--- src/hw/rtl/aoc_pkg.sv ---
// Shared types, constants and the arctangent table of the angle offset calibrator.
package aoc_pkg;

	localparam int COUNT_BITS_DEF   = 16;
	localparam int CORDIC_STEPS_DEF = 16;

	localparam int ANG_W  = 20;
	localparam int TIME_W = 32;
	localparam int SUM_W  = 32;
	localparam int OFS_W  = 16;
	localparam int SPAN_W = 20;
	localparam int XY_W   = 36;
	localparam int Z_W    = 34;
	localparam int Q15_W  = 16;

	localparam int TAB_LEN   = 24;
	localparam int TAB_IDX_W = 5;

	localparam logic signed [XY_W-1:0] GAIN_Q30 = 36'sd652032874;

	localparam logic [TIME_W-1:0] CALIB_TIME_RST = 32'd2000000;
	localparam logic [SPAN_W-1:0] MAX_SPAN_RST   = 20'd910;

	localparam logic signed [ANG_W-1:0] ANG_MAX = 20'sh7FFFF;
	localparam logic signed [ANG_W-1:0] ANG_MIN = 20'sh80000;

	typedef enum logic {
		REG_CALIB_TIME,
		REG_MAX_SPAN
	} aoc_reg_t;

	typedef enum logic [2:0] {
		ST_IDLE,
		ST_ROT,
		ST_ACCUM,
		ST_CHECK,
		ST_VEC,
		ST_VEC_DONE,
		ST_OUT
	} aoc_state_t;

	typedef struct packed {
		logic                   start;
		logic                   vec;
		logic signed [XY_W-1:0] x0;
		logic signed [XY_W-1:0] y0;
		logic signed [Z_W-1:0]  z0;
	} aoc_cordic_cmd_t;

	typedef struct packed {
		logic                   done;
		logic signed [XY_W-1:0] x;
		logic signed [XY_W-1:0] y;
		logic signed [Z_W-1:0]  z;
	} aoc_cordic_res_t;

	function automatic logic signed [Z_W-1:0] atan_val(input logic [TAB_IDX_W-1:0] idx);
		logic signed [Z_W-1:0] v;
		case (idx)
			5'd0:    v = 34'sd536870912;
			5'd1:    v = 34'sd316933406;
			5'd2:    v = 34'sd167458907;
			5'd3:    v = 34'sd85004756;
			5'd4:    v = 34'sd42667331;
			5'd5:    v = 34'sd21354465;
			5'd6:    v = 34'sd10679838;
			5'd7:    v = 34'sd5340245;
			5'd8:    v = 34'sd2670163;
			5'd9:    v = 34'sd1335087;
			5'd10:   v = 34'sd667544;
			5'd11:   v = 34'sd333772;
			5'd12:   v = 34'sd166886;
			5'd13:   v = 34'sd83443;
			5'd14:   v = 34'sd41722;
			5'd15:   v = 34'sd20861;
			5'd16:   v = 34'sd10430;
			5'd17:   v = 34'sd5215;
			5'd18:   v = 34'sd2608;
			5'd19:   v = 34'sd1304;
			5'd20:   v = 34'sd652;
			5'd21:   v = 34'sd326;
			5'd22:   v = 34'sd163;
			5'd23:   v = 34'sd81;
			default: v = '0;
		endcase
		return v;
	endfunction

endpackage

--- src/hw/rtl/aoc_regs.sv ---
// APB configuration registers: calibration window length and span limit.
module aoc_regs
	import aoc_pkg::*;
(
	input  logic              clk,
	input  logic              arst_n,
	input  logic              psel,
	input  logic              penable,
	input  logic              pwrite,
	input  logic [2:0]        paddr,
	input  logic [31:0]       pwdata,
	output logic [31:0]       prdata,
	output logic              pready,
	output logic [TIME_W-1:0] calib_time,
	output logic [SPAN_W-1:0] max_span
);

	logic [TIME_W-1:0] calib_time_q;
	logic [SPAN_W-1:0] max_span_q;
	aoc_reg_t          sel;
	logic              wr_en;

	assign sel    = aoc_reg_t'(paddr[2]);
	assign pready = 1'b1;
	assign wr_en  = psel && penable && pwrite && pready;

	always_ff @(posedge clk or negedge arst_n) begin
		if (!arst_n) begin
			calib_time_q <= CALIB_TIME_RST;
			max_span_q   <= MAX_SPAN_RST;
		end else if (wr_en) begin
			unique case (sel)
				REG_CALIB_TIME: calib_time_q <= pwdata;
				REG_MAX_SPAN:   max_span_q   <= pwdata[SPAN_W-1:0];
				default:        calib_time_q <= calib_time_q;
			endcase
		end
	end

	always_comb begin
		unique case (sel)
			REG_CALIB_TIME: prdata = calib_time_q;
			REG_MAX_SPAN:   prdata = {{(32-SPAN_W){1'b0}}, max_span_q};
			default:        prdata = '0;
		endcase
	end

	assign calib_time = calib_time_q;
	assign max_span   = max_span_q;

endmodule

--- src/hw/rtl/aoc_cordic.sv ---
// Shared CORDIC unit, one micro-rotation per cycle, rotation or vectoring mode.
module aoc_cordic
	import aoc_pkg::*;
#(
	parameter int CORDIC_STEPS = CORDIC_STEPS_DEF
) (
	input  logic            clk,
	input  logic            arst_n,
	input  aoc_cordic_cmd_t cmd,
	output aoc_cordic_res_t res
);

	localparam int CNT_W = $clog2(CORDIC_STEPS);

	logic signed [XY_W-1:0] x_q, y_q, dx, dy;
	logic signed [Z_W-1:0]  z_q, atan;
	logic                   vec_q, busy_q, done_q, dir, last;
	logic [CNT_W-1:0]       cnt_q;

	assign dir  = vec_q ? y_q[XY_W-1] : !z_q[Z_W-1];
	assign dx   = y_q >>> cnt_q;
	assign dy   = x_q >>> cnt_q;
	assign atan = atan_val(TAB_IDX_W'(cnt_q));
	assign last = (cnt_q == CNT_W'(CORDIC_STEPS - 1));

	always_ff @(posedge clk or negedge arst_n) begin
		if (!arst_n) begin
			busy_q <= 1'b0;
			done_q <= 1'b0;
			cnt_q  <= '0;
			vec_q  <= 1'b0;
		end else begin
			done_q <= 1'b0;
			if (cmd.start) begin
				busy_q <= 1'b1;
				cnt_q  <= '0;
				vec_q  <= cmd.vec;
			end else if (busy_q) begin
				cnt_q <= cnt_q + 1'b1;
				if (last) begin
					busy_q <= 1'b0;
					done_q <= 1'b1;
				end
			end
		end
	end

	always_ff @(posedge clk) begin
		if (cmd.start) begin
			x_q <= cmd.x0;
			y_q <= cmd.y0;
			z_q <= cmd.z0;
		end else if (busy_q) begin
			if (dir) begin
				x_q <= x_q - dx;
				y_q <= y_q + dy;
				z_q <= z_q - atan;
			end else begin
				x_q <= x_q + dx;
				y_q <= y_q - dy;
				z_q <= z_q + atan;
			end
		end
	end

	assign res.done = done_q;
	assign res.x    = x_q;
	assign res.y    = y_q;
	assign res.z    = z_q;

endmodule

--- src/hw/rtl/angle_offset_calibrator.sv ---
// Angle offset calibrator top level: stream ports, sequencer, sums and flags.
// A start item or a sample outside calibration goes from idle straight to ST_OUT.
// A calibration sample below the count limit first runs the shared CORDIC rotation in ST_ROT.
// A sample closing an in-span window with non-zero sums adds CORDIC vectoring in ST_VEC.
// One item at a time: s_tready is high only while the sequencer is idle.
// Reset clears flags, sums and offset, sets the window to 2000000 us and the span limit to 910.
module angle_offset_calibrator
	import aoc_pkg::*;
#(
	parameter int COUNT_BITS   = COUNT_BITS_DEF,
	parameter int CORDIC_STEPS = CORDIC_STEPS_DEF
) (
	input  logic        clk,
	input  logic        arst_n,
	input  logic        s_tvalid,
	output logic        s_tready,
	input  logic [55:0] s_tdata,  // angle[19:0], now_us[51:20], zero[55:52]
	input  logic        s_tuser,  // req_type
	output logic        m_tvalid,
	input  logic        m_tready,
	output logic [55:0] m_tdata,  // finished[0], running[1], ready_res[2], rejected[3],
	                              // offset[19:4], span[39:20], corrected_angle[55:40]
	input  logic        psel,
	input  logic        penable,
	input  logic        pwrite,
	input  logic [2:0]  paddr,
	input  logic [31:0] pwdata,
	output logic [31:0] prdata,
	output logic        pready
);

	aoc_state_t state_q, state_d;
	aoc_cordic_cmd_t cmd;
	aoc_cordic_res_t res;

	logic [TIME_W-1:0] calib_time;
	logic [SPAN_W-1:0] max_span;

	logic                    running_q, ready_q, rejected_q, fin_q, flip_q;
	logic [TIME_W-1:0]       start_q, now_q, elapsed;
	logic [COUNT_BITS-1:0]   count_q;
	logic signed [SUM_W-1:0] sin_sum_q, cos_sum_q;
	logic signed [ANG_W-1:0] min_q, max_q, ang_q, new_min, new_max, ang_in;
	logic [SPAN_W-1:0]       span_q, span_w;
	logic signed [OFS_W-1:0] offset_q;
	logic [55:0]             m_tdata_q;
	logic                    m_tvalid_q;

	logic        accept, out_free, count_full, fin_w, rej_w, zero_w;
	logic [31:0] phase;
	logic        flip_w;
	logic signed [XY_W-1:0] xf, yf;
	logic signed [Z_W-1:0]  z_round;

	aoc_regs u_regs (
		.clk        (clk),
		.arst_n     (arst_n),
		.psel       (psel),
		.penable    (penable),
		.pwrite     (pwrite),
		.paddr      (paddr),
		.pwdata     (pwdata),
		.prdata     (prdata),
		.pready     (pready),
		.calib_time (calib_time),
		.max_span   (max_span)
	);

	aoc_cordic #(
		.CORDIC_STEPS (CORDIC_STEPS)
	) u_cordic (
		.clk    (clk),
		.arst_n (arst_n),
		.cmd    (cmd),
		.res    (res)
	);

	function automatic logic signed [Q15_W-1:0] to_q15(input logic signed [XY_W-1:0] v);
		logic signed [XY_W:0]   t;
		logic signed [XY_W-15:0] r;
		logic signed [Q15_W-1:0] o;
		t = {v[XY_W-1], v} + 37'sd16384;
		r = t[XY_W:15];
		if (r > 22'sd32767)
			o = 16'sd32767;
		else if (r < -22'sd32767)
			o = -16'sd32767;
		else
			o = r[Q15_W-1:0];
		return o;
	endfunction

	function automatic logic signed [SUM_W-1:0] sat_add(input logic signed [SUM_W-1:0] a,
			input logic signed [Q15_W-1:0] b);
		logic signed [SUM_W:0]   s;
		logic signed [SUM_W-1:0] o;
		s = {a[SUM_W-1], a} + {{(SUM_W-Q15_W+1){b[Q15_W-1]}}, b};
		if (s > 33'sh0_7FFF_FFFF)
			o = 32'sh7FFF_FFFF;
		else if (s < -33'sh0_8000_0000)
			o = 32'sh8000_0000;
		else
			o = s[SUM_W-1:0];
		return o;
	endfunction

	assign ang_in     = s_tdata[19:0];
	assign accept     = s_tvalid && s_tready;
	assign s_tready   = (state_q == ST_IDLE);
	assign out_free   = !m_tvalid_q || m_tready;
	assign count_full = &count_q;

	assign phase  = {ang_in[15:0], 16'h0000};
	assign flip_w = phase[31] ^ phase[30];

	assign new_min = (ang_q < min_q) ? ang_q : min_q;
	assign new_max = (ang_q > max_q) ? ang_q : max_q;
	assign span_w  = new_max - new_min;
	assign elapsed = now_q - start_q;
	assign fin_w   = (elapsed >= calib_time);
	assign rej_w   = (span_w > max_span);
	assign zero_w  = (sin_sum_q == '0) && (cos_sum_q == '0);

	assign xf      = flip_q ? -res.x : res.x;
	assign yf      = flip_q ? -res.y : res.y;
	assign z_round = res.z + 34'sd32768;

	always_ff @(posedge clk or negedge arst_n) begin
		if (!arst_n)
			state_q <= ST_IDLE;
		else
			state_q <= state_d;
	end

	always_comb begin
		state_d   = state_q;
		cmd.start = 1'b0;
		cmd.vec   = 1'b0;
		cmd.x0    = GAIN_Q30;
		cmd.y0    = '0;
		cmd.z0    = {{(Z_W-32){phase[31] ^ flip_w}}, phase[31] ^ flip_w, phase[30:0]};
		unique case (state_q)
			ST_IDLE: begin
				if (accept) begin
					if (s_tuser && running_q && !count_full) begin
						cmd.start = 1'b1;
						state_d   = ST_ROT;
					end else if (s_tuser && running_q) begin
						state_d = ST_CHECK;
					end else begin
						state_d = ST_OUT;
					end
				end
			end
			ST_ROT: begin
				if (res.done)
					state_d = ST_ACCUM;
			end
			ST_ACCUM: state_d = ST_CHECK;
			ST_CHECK: begin
				if (fin_w && !rej_w && !zero_w) begin
					cmd.start = 1'b1;
					cmd.vec   = 1'b1;
					if (cos_sum_q[SUM_W-1]) begin
						cmd.x0 = -XY_W'(cos_sum_q);
						cmd.y0 = -XY_W'(sin_sum_q);
						cmd.z0 = 34'sh0_8000_0000;
					end else begin
						cmd.x0 = XY_W'(cos_sum_q);
						cmd.y0 = XY_W'(sin_sum_q);
						cmd.z0 = '0;
					end
					state_d = ST_VEC;
				end else begin
					state_d = ST_OUT;
				end
			end
			ST_VEC: begin
				if (res.done)
					state_d = ST_VEC_DONE;
			end
			ST_VEC_DONE: state_d = ST_OUT;
			ST_OUT: begin
				if (out_free)
					state_d = ST_IDLE;
			end
			default: state_d = ST_IDLE;
		endcase
	end

	always_ff @(posedge clk or negedge arst_n) begin
		if (!arst_n) begin
			running_q  <= 1'b0;
			ready_q    <= 1'b0;
			rejected_q <= 1'b0;
			fin_q      <= 1'b0;
			start_q    <= '0;
			count_q    <= '0;
			sin_sum_q  <= '0;
			cos_sum_q  <= '0;
			min_q      <= ANG_MAX;
			max_q      <= ANG_MIN;
			span_q     <= '0;
			offset_q   <= '0;
			m_tvalid_q <= 1'b0;
		end else begin
			unique case (state_q)
				ST_IDLE: begin
					if (accept) begin
						fin_q <= 1'b0;
						if (!s_tuser) begin
							running_q  <= 1'b1;
							ready_q    <= 1'b0;
							rejected_q <= 1'b0;
							start_q    <= s_tdata[51:20];
							count_q    <= '0;
							sin_sum_q  <= '0;
							cos_sum_q  <= '0;
							min_q      <= ANG_MAX;
							max_q      <= ANG_MIN;
							span_q     <= '0;
							offset_q   <= '0;
						end
					end
				end
				ST_ACCUM: begin
					sin_sum_q <= sat_add(sin_sum_q, to_q15(yf));
					cos_sum_q <= sat_add(cos_sum_q, to_q15(xf));
					count_q   <= count_q + 1'b1;
				end
				ST_CHECK: begin
					min_q <= new_min;
					max_q <= new_max;
					if (fin_w) begin
						running_q <= 1'b0;
						fin_q     <= 1'b1;
						span_q    <= span_w;
						if (rej_w) begin
							ready_q    <= 1'b0;
							rejected_q <= 1'b1;
						end else if (zero_w) begin
							offset_q   <= '0;
							ready_q    <= 1'b1;
							rejected_q <= 1'b0;
						end
					end
				end
				ST_VEC_DONE: begin
					offset_q   <= z_round[31:16];
					ready_q    <= 1'b1;
					rejected_q <= 1'b0;
				end
				default: begin
				end
			endcase

			if (state_q == ST_OUT && out_free)
				m_tvalid_q <= 1'b1;
			else if (m_tready)
				m_tvalid_q <= 1'b0;
		end
	end

	always_ff @(posedge clk) begin
		if (accept) begin
			ang_q  <= ang_in;
			now_q  <= s_tdata[51:20];
			flip_q <= flip_w;
		end
		if (state_q == ST_OUT && out_free)
			m_tdata_q <= {ang_q[15:0] - offset_q, span_q, offset_q,
				rejected_q, ready_q, running_q, fin_q};
	end

	assign m_tvalid = m_tvalid_q;
	assign m_tdata  = m_tdata_q;

	assert property (@(posedge clk) disable iff (!arst_n) !(ready_q && rejected_q))
		else $error("offset both accepted and rejected");

	assert property (@(posedge clk) disable iff (!arst_n) !(running_q && ready_q))
		else $error("offset ready while calibration still running");

	assert property (@(posedge clk) disable iff (!arst_n)
		res.done |-> (state_q == ST_ROT || state_q == ST_VEC))
		else $error("CORDIC finished outside a wait state");

	assert property (@(posedge clk) disable iff (!arst_n)
		(state_q == ST_CHECK && fin_w) |=> !running_q)
		else $error("window end did not stop calibration");

	assert property (@(posedge clk) disable iff (!arst_n)
		(accept && !s_tuser) |=> (running_q && !ready_q && !rejected_q && offset_q == '0))
		else $error("start transaction did not clear calibration state");

endmodule
--- config.mk ---
export PLATFORM = sky130hd
export DESIGN_NAME = angle_offset_calibrator
export DESIGN_NICKNAME = d
export VERILOG_FILES = /design/src/hw/rtl/aoc_pkg.sv /design/src/hw/rtl/aoc_regs.sv /design/src/hw/rtl/aoc_cordic.sv /design/src/hw/rtl/angle_offset_calibrator.sv
export SDC_FILE = /design/constraint.sdc
export NUM_CORES = 2
export LEC_CHECK = 0
export CAP_MARGIN = 20
export CORE_MARGIN = 1
export CORE_UTILIZATION = 50
export CTS_BUF_LIST = sky130_fd_sc_hd__clkbuf_4 sky130_fd_sc_hd__clkbuf_8 sky130_fd_sc_hd__clkbuf_16
export DETAILED_ROUTE_END_ITERATION = 16
export DONT_BUFFER_PORTS = 1
export PLACE_DENSITY = 0.71
export SLEW_MARGIN = 20
export SYNTH_ARGS = -nofsm -noshare
export SYNTH_HDL_FRONTEND = slang
export SYNTH_SLANG_ARGS = --single-unit
--- constraint.sdc ---
create_clock -name clk -period 25.8 [get_ports clk]
set_clock_uncertainty 0.15 [all_clocks]
set_input_delay 2.58 -clock clk [delete_from_list [all_inputs] [get_ports clk]]
set_output_delay 2.58 -clock clk [all_outputs]
set_load 0.01 [all_outputs]
==> flow_summary.toml <==
[run_status]
run_status = "completed"

[timing]
fmax_mhz = 92.73
tns_ns = 0
rsz0062_at_grt = "false"
slew_headroom = 0.3059
setup_viol = 0
hold_viol = 0
period_minus_slack_ns = 10.78
maxSlewViolCount = 0
fin_crit_sh = 0.4180
worst_pin_slew_ns = 1.034

[worst_setup_path]
rrSetupSlack_ns = 15.02
worst_path_most_repeated_cell = "a21oi_1"
worst_setup_path_start_kind = "flip-flop"
crit_buf_inv = 4
r2r-end = "u_cordic.y_q[23]$_DFFE_PP_"
cp-endpoint = "u_cordic.y_q[23]$_DFFE_PP_"
critPathRequiredTime_ns = 25.88
cp-startpoint = "ang_q[2]$_DFFE_PP_"
r2r_cells = 35
crit_family = "compound AO/OA/AOI/OAI gates"
crit_path_max_fanout = 60
cp-end-kind = "flip-flop"
crit_slowest_cell = "buf_4"
path_depth = 35
critPathArrivalTime_ns = 10.86
cpPeakStageDelay_ns = 0.75
r2r-start = "ang_q[2]$_DFFE_PP_"
criticalPathCategory = "reg2reg"

[layout]
design_area_sq_um = 43390
regArea_sq_um = 12890
multi_input_area_sq_um = 25980
final_nets = 4863
antennaDiodeCount = 0
final_util = 0.5387
areaGrowthSynthToFinish_pct = 6.675
drive_gt1_frac = 0.09511
nFillCells = 7216

[clock_tree]
cts_resized = 0
ctsHtreeMaxLevel = 2
clock_latency_ns = 0.64
clock_tree.root_cell = "clkbuf_16"
numCtsBuffers = 56
clock_sinks = 470
post_cts_buffers = 0
hold_buffers = 0
path_clk_slew_ns = 0.06
cts_tree = "done"
clockBufferDepth = 3

[floorplan]
io_pins = 190
coreArea_sq_um = 80550
dieArea_sq_um = 82500
row_count = 104
start_util = 0.5050
die_w_um = 287.2
die_y_um = 287.2

[global_route]
overflow = 0
globalRouteTotalUtil = 0.2770
grt_pass1_wl_um = 182300
grt_max_degree = 256
antenna_found_initial = 0
grt_pass1_vias = 32640

[routing]
drcViolationCount = 0
ant_nets = 0
routed_wl_um = 116600
wl_per_cell_um = 20.98
drtPass1Iterations = 6
viasPerCell = 6.255
vias = 34780
first_iter_violations = 3400

[logic_synthesis]
ys_ff_latch = 470
synth_edf_count = 215
ys.flop_type = "dfrtp_1"
yosysTopAreaCell = "edfxtp_1"
ys_seq_area_frac = 0.3166
synth_cells = 4598
synth_top_area_frac = 0.1587
synth_warnings = 0
syn_nets = 5008
syn_area_sq_um = 40680
syn_area_per_cell_sq_um = 8.847
ys_top_cells_by_area = "edfxtp_1 16%, dfrtp_1 14%, ha_1 9.3%"
async_reset_ff_frac = 0.5426
yosysUniqueCellTypes = 96

[placement]
place_area_sq_um = 41450
io_buffers = 0
hpwl_um = 85830
gp_congestion = 0.9774

[min_path]
hold_class = "reg2reg"

[job]
cap_violations = 0
## how the worst min path moves through the flow
stage	start	endpoint	depth (start not counted)
5_1_grt	ready_q$_DFFE_PN0P_	m_tdata[2]$_DFFE_PP_	0
3_5_place_dp	ready_q$_DFFE_PN0P_	m_tdata[2]$_DFFE_PP_	0
4_1_cts	ready_q$_DFFE_PN0P_	m_tdata[2]$_DFFE_PP_	0
6_report	ready_q$_DFFE_PN0P_	m_tdata[2]$_DFFE_PP_	0
3_3_place_gp	span_q[14]$_DFFE_PN0P_	m_tdata[34]$_DFFE_PP_	0
2_1_floorplan	span_q[0]$_DFFE_PN0P_	m_tdata[20]$_DFFE_PP_	0
## cell usage in the layout, fill, tap and decap left out, types with 58 or more instances in the layout
master     count
clkbuf_16     58
mux2i_1       64
nor2_1       319
o21ai_0      371
edfxtp_1     215
a21oi_1      304
inv_1        250
xnor2_1      220
nand3_1      123
mux4_2        83
ha_1         303
xor2_1       192
o31ai_1       66
nor3_1        78
mux2_2        85
dfrtp_1      217
or3_1         58
a21o_1        83
nand2_1      443
## worst register-to-register path: cells and delay by family (launching register included)
family                   cells  cell delay, ns
adder cells (fa/ha/maj)      3            1.00
AO/OA/AOI/OAI               15            4.02
buffers and inverters        4            1.73
AND/OR/NAND/NOR             12            2.67
flip-flops                   1            0.56
XOR/XNOR                     1            0.20
## state kept, by name (all words and copies together), names as in the netlist, 34 cells and up
name          flops
m_tdata          56
u_cordic.z_q     34
u_cordic.x_q     36
u_cordic.y_q     36
## metal layers
layer  global-route usage  routed length, um  vias up
met5                    0                  0        -
met4               0.1199               5319        0
met3              0.03540               7976      218
met2               0.4492              54170     1295
met1               0.3705              49180    16670
li1                     -                  -    16600
## cell type report
cell class,count,share of cell area
inverters,256,0.02214
repair buffers,40,0.006920
clock inverters,26,0.006372
flip-flops and latches,470,0.2970
well taps,1060,0.03056
clock buffers,79,0.03823
multi-input cells,3629,0.5988
## synth_stat cells, types with 30 or more instances
library cell  number
nor4_1            43
a31oi_1           48
nand2_1          445
a22o_1            38
ha_1             303
edfxtp_1         215
and3_1            40
a21o_1            83
xor2_1           192
nor3_1            79
dfstp_2           33
dfrtp_1          222
a22oi_1           30
o211ai_1          41
nand4_1           40
nand3_1          124
o21ai_0          371
o31ai_1           66
o21a_1            54
o22ai_1           31
nand2b_1          50
xnor2_1          220
clkbuf_1         188
mux4_2            83
a21oi_1          307
nor2_1           325
nor2b_1           38
mux2i_1           64
inv_1            253
or2_2             31
mux2_2            85
or3_1             58
## cell families (layout without fill, tap and decap cells)
family / after synthesis / count (layout) / synth area share
xor+xnor: 412 / 412 / 0.08871
simple gates: 1383 / 1383 / 0.1631
fa+ha+maj: 311 / 311 / 0.09714
flops: 470 / 470 / 0.3166
compound gates: 1288 / 1288 / 0.2009
buf+inv: 499 / 401 / 0.04737
other cells: 1 / 1 / 0.00009219
mux: 234 / 234 / 0.08616
## stage by stage
step	hold WS (ns)	std cells	worst slack, ns
after floorplan	0.2748	4598	15.53
after global placement	0.2805	5455	15.04
after detailed placement	0.2811	5455	14.86
after CTS	0.2953	5560	14.81
after global routing	0.3120	5560	14.36
final	0.2991	5560	15.02
Power is left out: the tool's default activity adds up to more than one toggle a clock period on the data nets, which glitch-free logic cannot reach.
